`config.mk`:
```
export PLATFORM = sky130hd
export DESIGN_NAME = best_fit_heap_allocator
export DESIGN_NICKNAME = d
export VERILOG_FILES = /design/src/sv/bfha_pkg.sv /design/src/sv/best_fit_heap_allocator.sv
export SDC_FILE = /design/constraint.sdc
export NUM_CORES = 2
export LEC_CHECK = 0
export BUFFER_PORTS_ARGS = -buffer_cell sky130_fd_sc_hd__buf_4
export CORE_ASPECT_RATIO = 1.75
export CORE_MARGIN = 5
export CORE_UTILIZATION = 52
export CTS_CLUSTER_SIZE = 14
export DETAILED_ROUTE_END_ITERATION = 8
export PLACE_DENSITY = 0.7
export SKIP_CTS_REPAIR_TIMING = 1
export SYNTH_ARGS = -nofsm -noshare
export SYNTH_HDL_FRONTEND = slang
export SYNTH_SLANG_ARGS = --single-unit
```
`constraint.sdc`:
```
create_clock -name clk -period 7.3 [get_ports clk]
set_input_delay 2.19 -clock clk [delete_from_list [all_inputs] [get_ports clk]]
set_output_delay 2.19 -clock clk [all_outputs]
set_load 0.1 [all_outputs]
```
`src/sv/bfha_pkg.sv`:
```
// Package: types and constants for the best-fit heap allocator.
`timescale 1ns / 1ps
`default_nettype none
package bfha_pkg;
	localparam int MAX_BLOCKS = 64;
	localparam int ADDR_BITS  = 24;
	localparam int IDX_BITS   = $clog2(MAX_BLOCKS);
	localparam int CNT_BITS   = $clog2(MAX_BLOCKS + 1);
	localparam logic [23:0] ARENA_RESET  = 24'd10485760;
	localparam logic [6:0]  HEADER_RESET = 7'd32;
	localparam logic [23:0] LEN_MAX      = 24'hFFFFFF;

	typedef enum logic [2:0] {
		ST_OK = 3'd0, ST_ZERO = 3'd1, ST_NOSPACE = 3'd2,
		ST_FULL = 3'd3, ST_UNKNOWN = 3'd4, ST_NULL = 3'd5
	} status_t;

	localparam logic ACT_ALLOC = 1'b0;
	localparam logic ACT_FREE  = 1'b1;
	localparam logic CFG_ARENA  = 1'b0;
	localparam logic CFG_HEADER = 1'b1;

	typedef struct packed {
		logic        action;
		logic [23:0] request_size;
		logic [23:0] payload_address;
	} req_t;

	typedef struct packed {
		logic [2:0]  status;
		logic [23:0] granted_address;
	} rsp_t;

	typedef struct packed {
		logic [ADDR_BITS-1:0] start;
		logic [23:0]          length;
		logic                 free;
	} entry_t;
endpackage
`default_nettype wire

```
`src/sv/best_fit_heap_allocator.sv`:
```
// Top level: best-fit heap allocator with a block table in one synchronous memory.
`timescale 1ns / 1ps
`default_nettype none
// Command-style allocator. Pulse start while busy is low with an allocate or a free
// item; exactly one result appears for one cycle with done high, in the same cycle
// that busy drops, and the receiver cannot stall it. The block table (start, length,
// free) lives in one single-port-write, registered-read memory of MAX_BLOCKS entries,
// so every allocate or free, other than a zero-size or null request, walks the table
// one entry per cycle: a scan (best fit or address match) and a decision, then for a
// split or a merge a shift of the entries above it, each a read then a write. A free
// that merges on both sides shifts twice, which is the worst case. The worst allocate
// is a split of entry 0 with 63 entries. Zero-size and null requests skip the scan
// and go straight to the finish state. Configuration writes (index 0 arena_bytes,
// 1 header_bytes) are accepted whenever cfg_valid is high; cfg_ready is always high,
// and that the host writes only while idle is its own duty, which the block itself
// does not enforce. No clearing pass: only entries below the count are used.
module best_fit_heap_allocator (
	input  wire                   clk,
	input  wire                   arst_n,
	input  wire                   start,
	input  wire bfha_pkg::req_t   req,
	output logic                  busy,
	output logic                  done,
	output bfha_pkg::rsp_t        rsp,
	input  wire                   cfg_valid,
	output logic                  cfg_ready,
	input  wire  [0:0]            cfg_index,
	input  wire  [23:0]           cfg_data
);
	import bfha_pkg::*;

	typedef enum logic [3:0] {
		S_IDLE, S_SCAN, S_DECIDE, S_RD_HIT, S_OPEN_RD, S_OPEN_WR, S_SPLIT_WR,
		S_NB_RD, S_NB_CHK, S_CLOSE_RD, S_CLOSE_WR, S_FINISH
	} state_t;

	state_t                state_q;
	entry_t                mem [MAX_BLOCKS];
	entry_t                rd_q;
	logic [IDX_BITS-1:0]   rd_addr;
	logic                  we;
	logic [IDX_BITS-1:0]   wr_addr;
	entry_t                wr_data;

	logic [23:0]           arena_q;
	logic [6:0]            header_q;
	logic [CNT_BITS-1:0]   count_q;
	logic [ADDR_BITS-1:0]  top_q;
	req_t                  req_q;

	logic [CNT_BITS-1:0]   scan_q;     // entry whose data arrives in rd_q
	logic                  found_q;
	logic [IDX_BITS-1:0]   best_q;
	entry_t                best_e_q;
	logic [CNT_BITS-1:0]   ptr_q;      // shift pointer
	entry_t                hold_q;     // entry carried through merges
	logic [1:0]            phase_q;    // 0 merge right, 1 merge left
	logic [2:0]            st_q;
	logic [23:0]           grant_q;
	logic                  wb_q;       // FINISH writes hold_q back at best_q

	assign cfg_ready = 1'b1;
	assign busy      = (state_q != S_IDLE);

	always_ff @(posedge clk or negedge arst_n) begin
		if (!arst_n) begin
			arena_q  <= ARENA_RESET;
			header_q <= HEADER_RESET;
		end else if (cfg_valid) begin
			unique case (cfg_index[0])
				CFG_ARENA:  arena_q  <= cfg_data;
				CFG_HEADER: header_q <= cfg_data[6:0];
				default: ;
			endcase
		end
	end

	always_ff @(posedge clk) begin
		if (we) mem[wr_addr] <= wr_data;
		rd_q <= mem[rd_addr];
	end

	// Derived values
	logic [24:0] spare;
	logic [25:0] top_end;
	logic [25:0] merged;
	logic [23:0] merged_len;
	logic        scan_match;
	assign spare   = {1'b0, best_e_q.length} - {1'b0, req_q.request_size};
	assign top_end = {2'b0, top_q} + {19'b0, header_q} + {2'b0, req_q.request_size};
	assign scan_match = req_q.action == ACT_FREE
		? ((rd_q.start + ADDR_BITS'(header_q)) == req_q.payload_address)
		: (rd_q.free && rd_q.length >= req_q.request_size &&
		   (!found_q || rd_q.length < best_e_q.length));
	// same sum for either neighbour; saturates at the length width
	assign merged = {2'b0, hold_q.length} + {19'b0, header_q} + {2'b0, rd_q.length};
	assign merged_len = (merged[25:24] != 2'b00) ? LEN_MAX : merged[23:0];

	// Memory port control
	always_comb begin
		rd_addr = '0; we = 1'b0; wr_addr = '0; wr_data = hold_q;
		unique case (state_q)
			S_IDLE:     rd_addr = '0;
			S_SCAN:     rd_addr = scan_q[IDX_BITS-1:0] + IDX_BITS'(1);
			S_OPEN_RD:  rd_addr = ptr_q[IDX_BITS-1:0] - IDX_BITS'(1);
			S_OPEN_WR: begin
				we = 1'b1; wr_addr = ptr_q[IDX_BITS-1:0]; wr_data = rd_q;
			end
			S_SPLIT_WR: begin
				we = 1'b1; wr_addr = best_q + IDX_BITS'(1);
				wr_data.start  = best_e_q.start + ADDR_BITS'(req_q.request_size)
					+ ADDR_BITS'(header_q);
				wr_data.length = spare[23:0] - 24'(header_q);
				wr_data.free   = 1'b1;
			end
			S_RD_HIT: begin
				we = 1'b1; wr_addr = best_q; wr_data = hold_q;
			end
			S_NB_RD: rd_addr = (phase_q == 2'd0) ? best_q + IDX_BITS'(1)
				: best_q - IDX_BITS'(1);
			S_CLOSE_RD: rd_addr = ptr_q[IDX_BITS-1:0] + IDX_BITS'(1);
			S_CLOSE_WR: begin
				we = 1'b1; wr_addr = ptr_q[IDX_BITS-1:0]; wr_data = rd_q;
			end
			S_FINISH: begin
				we = wb_q; wr_addr = best_q; wr_data = hold_q;
			end
			default: ;
		endcase
	end

	always_ff @(posedge clk or negedge arst_n) begin
		if (!arst_n) begin
			state_q <= S_IDLE; count_q <= '0; top_q <= '0; done <= 1'b0;
			rsp <= '0; found_q <= 1'b0; req_q <= '0; scan_q <= '0;
			best_q <= '0; best_e_q <= '0; ptr_q <= '0; hold_q <= '0;
			phase_q <= '0; st_q <= ST_OK; grant_q <= '0; wb_q <= 1'b0;
		end else begin
			done <= 1'b0;
			unique case (state_q)
				S_IDLE: if (start) begin
					req_q <= req; scan_q <= '0; found_q <= 1'b0; grant_q <= '0;
					wb_q <= 1'b0;
					if (req.action == ACT_ALLOC && req.request_size == 24'd0) begin
						st_q <= ST_ZERO; state_q <= S_FINISH;
					end else if (req.action == ACT_FREE && req.payload_address == '0) begin
						st_q <= ST_NULL; state_q <= S_FINISH;
					end else begin
						state_q <= (count_q != '0) ? S_SCAN : S_DECIDE;
					end
				end
				S_SCAN: begin
					if (scan_match && !(req_q.action == ACT_FREE && found_q)) begin
						found_q <= 1'b1; best_q <= scan_q[IDX_BITS-1:0]; best_e_q <= rd_q;
					end
					if (scan_q + CNT_BITS'(1) >= count_q) state_q <= S_DECIDE;
					scan_q <= scan_q + CNT_BITS'(1);
				end
				S_DECIDE: begin
					if (req_q.action == ACT_FREE) begin
						if (!found_q) begin
							st_q <= ST_UNKNOWN; state_q <= S_FINISH;
						end else begin
							st_q <= ST_OK; wb_q <= 1'b1;
							hold_q <= '{start: best_e_q.start, length: best_e_q.length,
								free: 1'b1};
							phase_q <= 2'd0; state_q <= S_RD_HIT;
						end
					end else if (found_q) begin
						st_q    <= ST_OK;
						wb_q    <= 1'b1;
						grant_q <= best_e_q.start + ADDR_BITS'(header_q);
						if (spare > {18'b0, header_q} && count_q < CNT_BITS'(MAX_BLOCKS)) begin
							hold_q <= '{start: best_e_q.start, length: req_q.request_size,
								free: 1'b0};
							ptr_q <= count_q; state_q <= S_OPEN_RD;
						end else begin
							hold_q <= '{start: best_e_q.start, length: best_e_q.length,
								free: 1'b0};
							state_q <= S_FINISH;
						end
					end else if (top_end > {2'b0, arena_q}) begin
						st_q <= ST_NOSPACE; state_q <= S_FINISH;
					end else if (count_q >= CNT_BITS'(MAX_BLOCKS)) begin
						st_q <= ST_FULL; state_q <= S_FINISH;
					end else begin
						st_q <= ST_OK; grant_q <= top_q + ADDR_BITS'(header_q);
						wb_q <= 1'b1;
						best_q <= count_q[IDX_BITS-1:0];
						hold_q <= '{start: top_q, length: req_q.request_size, free: 1'b0};
						count_q <= count_q + CNT_BITS'(1);
						top_q <= top_end[ADDR_BITS-1:0];
						state_q <= S_FINISH;
					end
				end
				S_OPEN_RD: state_q <= (ptr_q > CNT_BITS'(best_q) + CNT_BITS'(1))
					? S_OPEN_WR : S_SPLIT_WR;
				S_OPEN_WR: begin
					ptr_q <= ptr_q - CNT_BITS'(1); state_q <= S_OPEN_RD;
				end
				S_SPLIT_WR: begin
					count_q <= count_q + CNT_BITS'(1); state_q <= S_FINISH;
				end
				S_RD_HIT: begin
					// hit written back as free; check right neighbour, then left
					if (phase_q == 2'd0 && CNT_BITS'(best_q) + CNT_BITS'(1) < count_q)
						state_q <= S_NB_RD;
					else if (phase_q == 2'd0 && best_q != '0) begin
						phase_q <= 2'd1; state_q <= S_NB_RD;
					end else if (phase_q == 2'd1 && best_q != '0) state_q <= S_NB_RD;
					else state_q <= S_FINISH;
				end
				S_NB_RD: state_q <= S_NB_CHK;
				S_NB_CHK: begin
					if (rd_q.free) begin
						if (phase_q == 2'd0) begin
							hold_q <= '{start: hold_q.start, length: merged_len, free: 1'b1};
							ptr_q <= CNT_BITS'(best_q) + CNT_BITS'(1);
						end else begin
							hold_q <= '{start: rd_q.start, length: merged_len, free: 1'b1};
							ptr_q <= CNT_BITS'(best_q);
							best_q <= best_q - IDX_BITS'(1);
						end
						state_q <= S_CLOSE_RD;
					end else if (phase_q == 2'd0 && best_q != '0) begin
						phase_q <= 2'd1; state_q <= S_NB_RD;
					end else state_q <= S_FINISH;
				end
				S_CLOSE_RD: begin
					if (ptr_q + CNT_BITS'(1) < count_q) state_q <= S_CLOSE_WR;
					else begin
						count_q <= count_q - CNT_BITS'(1);
						state_q <= (phase_q == 2'd0) ? S_RD_HIT : S_FINISH;
						phase_q <= 2'd1;
					end
				end
				S_CLOSE_WR: begin
					ptr_q <= ptr_q + CNT_BITS'(1); state_q <= S_CLOSE_RD;
				end
				S_FINISH: begin
					done <= 1'b1;
					rsp <= '{status: st_q,
						granted_address: (st_q == ST_OK) ? grant_q : 24'd0};
					state_q <= S_IDLE;
				end
				default: state_q <= S_IDLE;
			endcase
		end
	end

	property p_done_one;
		@(posedge clk) disable iff (!arst_n) done |=> !done;
	endproperty
	assert property (p_done_one) else $error("done held two cycles");
	assert property (@(posedge clk) disable iff (!arst_n)
		count_q <= CNT_BITS'(MAX_BLOCKS)) else $error("count overflow");
	assert property (@(posedge clk) disable iff (!arst_n)
		done |-> !busy) else $error("done while busy");
	assert property (@(posedge clk) disable iff (!arst_n)
		(busy && !$past(busy)) |-> $past(start)) else $error("spurious start");
endmodule
`default_nettype wire

```
==> metrics.txt <==
Pleak between 50 and 60 nW; Die Width 415 um; pwr dens 504 nW/um^2; Final Cell Area approximately 170000 um^2; area of placed instances around 160000 um^2; EDFF count, synth 3136; Die Y about 720 um; Post-synth ARST share 8.35%; leading area contributor after synthesis edfxtp_1; NetSw about 36 mW; syn_nets 12400; pre-CTS setup slack 0.336 ns; Initial Util a little over half; Layout Cells excl Fill around 16000; root buffer cell clkbuf_16; fill cell count about 22000; CP bufs+invs 4; WL/cell 28.3 um; Clock power frac 18.5%; instance count on the critical path 28; largest family of logic cells by synthesized area simple AND/OR/NAND/NOR gates; WHS Endpoint grant_q[21]; Top Ports roughly 110; Die ar. 299000 um^2; Max clock buf depth 4; Req. time, crit path 8.07 ns; register share of total power 33.5%; max-capacitance violation count 0; Post-route DRC 2; WHS 0.477 ns; synthesized cell area 150000 um^2; WL final 455 mm; number of global-route vias before repair 101000; CP endpoint kind register; status finished, violations left; worst setup slack after layout about 0.44 ns; Max Slew Vio Count 0; Layout Nets 12500; total track usage between 20 and 30%; hpwl dp 276 mm; XOR/XNOR share of the synthesized area between 1 and 1.5%; relative slew slack 10.7%; H-tree lvl count 5; clk_lat worst skew about 0.90 ns; CP arrival 7.63 ns; Seq/Total Area, Yosys 68.4%; Worst R2R Setup Slack about 0.44 ns; CTS buffer count 310; Setup CP Type reg2reg; Post-DRT Antenna Nets 0; post-synthesis simple-gate area fraction 14.5%; RSZ-0062 raised after global routing no; DRT Pass-1 Iters 9; Compound-Gate Fraction of Synth Area under 10%; violated checks DRC; FF+latch count, synth 3475; Core Util, Final 58.1%; FP Rows 260; CTS clock-pin slew for the worst setup and hold paths 0.06 ns; P_int 47.7 mW; area delta synth->final 11.3%; Avg Inst Size Synth between 10 and 15 um^2; clk sinks approximately 3500; CP max stage delay between 0.4 and 0.5 ns; DR vias/cell 6.37; endpoints failing setup 0; initial antenna violation count 10; Min-Delay Path Class reg2reg; Hold Crit Start grant_q[21]; r2r startpoint top_q[1]; leading post-synthesis cells by cell area edfxtp_1, nand2_1, dfrtp_1; Most common cell on crit path buf_4; Crit path max-delay family simple AND/OR/NAND/NOR gates; Netlist cell types 105; first-pass GRT wire length 664 mm; initial DRC count 11000; Synth Area in Adders 2.68%; Worst-Margin Slew 1.34 ns; Slowest cell on crit path fa_1; crit-path max FO 19; Port Buffer Count 106; pin count of the biggest net entering global routing approximately 150; Period minus WS final 6.86 ns; Max Clock Freq 146 MHz; Core Area 287000 um^2; combinational fraction of design power around 48%; setup_tns 0 ns; routed vias 102000; startpoint types register; YS warnings 0; grt ovf 0; post-synth top area share between 60% and 70%; Reg-to-Reg End grant_q[20]; Hold Crit Depth 2; post-synthesis mux area share between 1.5 and 2%; ys flop type edfxtp_1; Tcrit/Tclk final approximately 94%; RD Place Congestion a little under 1; Fin. Hold Viols 0; Net Sw Frac 43.2%; TritonCTS clock tree done; Peak VDD IR 0.000431 V; dpl cells 15600; layout cells sized above 1 under 10%; Max Clock Skew around 0.043 ns; Worst R2R Path Depth 28; cells after synthesis around 12000; Tot Pwr 84.0 mW
sequential cells by signal (all words and copies together), names as in the netlist, 24 cells and up:
name	cells
rsp	27
arena_q	24
mem	3136
top_q	24
rd_q	49
best_e_q	48
grant_q	24
req_q	49
hold_q	49
Yosys cell counts (30+ instances only):
library cell and instances:
edfxtp_1 3136, buf_1 53, dfrtp_1 287, xnor2_1 98
xor2_1 77, a21o_1 71, mux2_2 145, nor3_1 56
a21oi_1 335, clkbuf_1 618, mux2i_1 81, nor2b_1 33
nor2_1 199, dfxtp_1 49, buf_2 99, a22oi_1 52
nand2_1 3357, a311oi_1 594, a31oi_1 201, nand3_1 840
ha_1 274, o21ai_0 173, a211oi_1 167, inv_1 159
and3_1 409, nand2b_1 30
worst reg2reg max path, delay by kind of cell (launching register included):
family,cells,cell delay (ns)
adder cells (fa/ha/maj),4,1.09
AND/OR/NAND/NOR,11,2.39
buffers and inverters,4,0.76
flip-flops,1,0.43
AO/OA/AOI/OAI,9,2.08
layout by cell type, fill, tap and decap left out, types with 18 or more instances in the layout:
cell       netlist  final
mux2_1          22     22
clkbuf_1       618     88
clkinv_2         1     18
nor2_4           0     67
buf_4           10    378
o21a_1          25     25
edfxtp_1      3136   3136
nand3_1        840    839
clkbuf_16        0    317
nand2_1       3357   3350
o21ai_4          0     38
nand2b_1        30     30
or3_1           23     23
fa_1            29     29
o31ai_1         23     23
xnor2_1         98     98
a311oi_1       594    594
buf_12           2    115
o2bb2ai_1       22     22
o21ai_0        173    135
and3_1         409    409
nor3_1          56     55
nand4_1         26     26
a211oi_1       167    167
nor2b_1         33     32
a31oi_1        201    201
a22o_1          29     29
nor4_1          20     19
ha_1           274    274
mux2_2         145    145
nor2_1         199    132
mux2i_1         81     81
dfrtp_1        287    286
a21o_1          71     71
a21oi_1        335    335
xor2_1          77     77
a22oi_1         52     52
clkinv_1         0     27
dfxtp_1         49     49
inv_1          159    159
cell families after synthesis:
logic type                 count (synthesis)
DFF                                     3475
buffers and inverters                    956
adders and majority gates                303
AOI/OAI and AO/OA                       1858
other                                      1
and+or+nand+nor                         5045
xor gates and xnor gates                 176
muxes                                    248
layout make-up:
type / count / area (um^2) / area share [%]
timing repair buffer: 494 / 5150 / 3.10
clock inverter: 80 / 716 / 0.430
inverter: 160 / 602 / 0.361
sequential: 3475 / 102000 / 61.5
antenna: 4 / 10.0 / 0.00601
clock buffer: 420 / 8460 / 5.08
multi-input combinational: 7631 / 44400 / 26.7
tap: 3799 / 4750 / 2.85
worst max-delay path by stage:
stage	endpoint	start
finish	grant_q[20]	top_q[1]
global route	grant_q[21]	top_q[2]
CTS	grant_q[20]	req_q[26]
detailed placement	grant_q[20]	req_q[26]
global placement	grant_q[2]	req_q[26]
floorplan	mem[0][48]	header_q[1]
power groups by stage:
stage               combinational (mW)  clock (mW)  sequential, mW
floorplan                         25.5           0            28.3
global placement                  38.8           0            28.5
detailed placement                39.7           0            28.5
CTS                               39.8        15.7            28.1
global route                      43.5        16.5            28.2
finish                            40.3        15.5            28.1
per-layer routing:
layer,vias up,part of all wire [%],global-route usage [%]
met5,-,0.0086,0
met1,50800,34,34.8
met2,5555,50,51.4
met4,6,7.3,18.0
met3,1373,8.2,4.31
li1,44600,-,-
(Power assumes the default switching activity.)
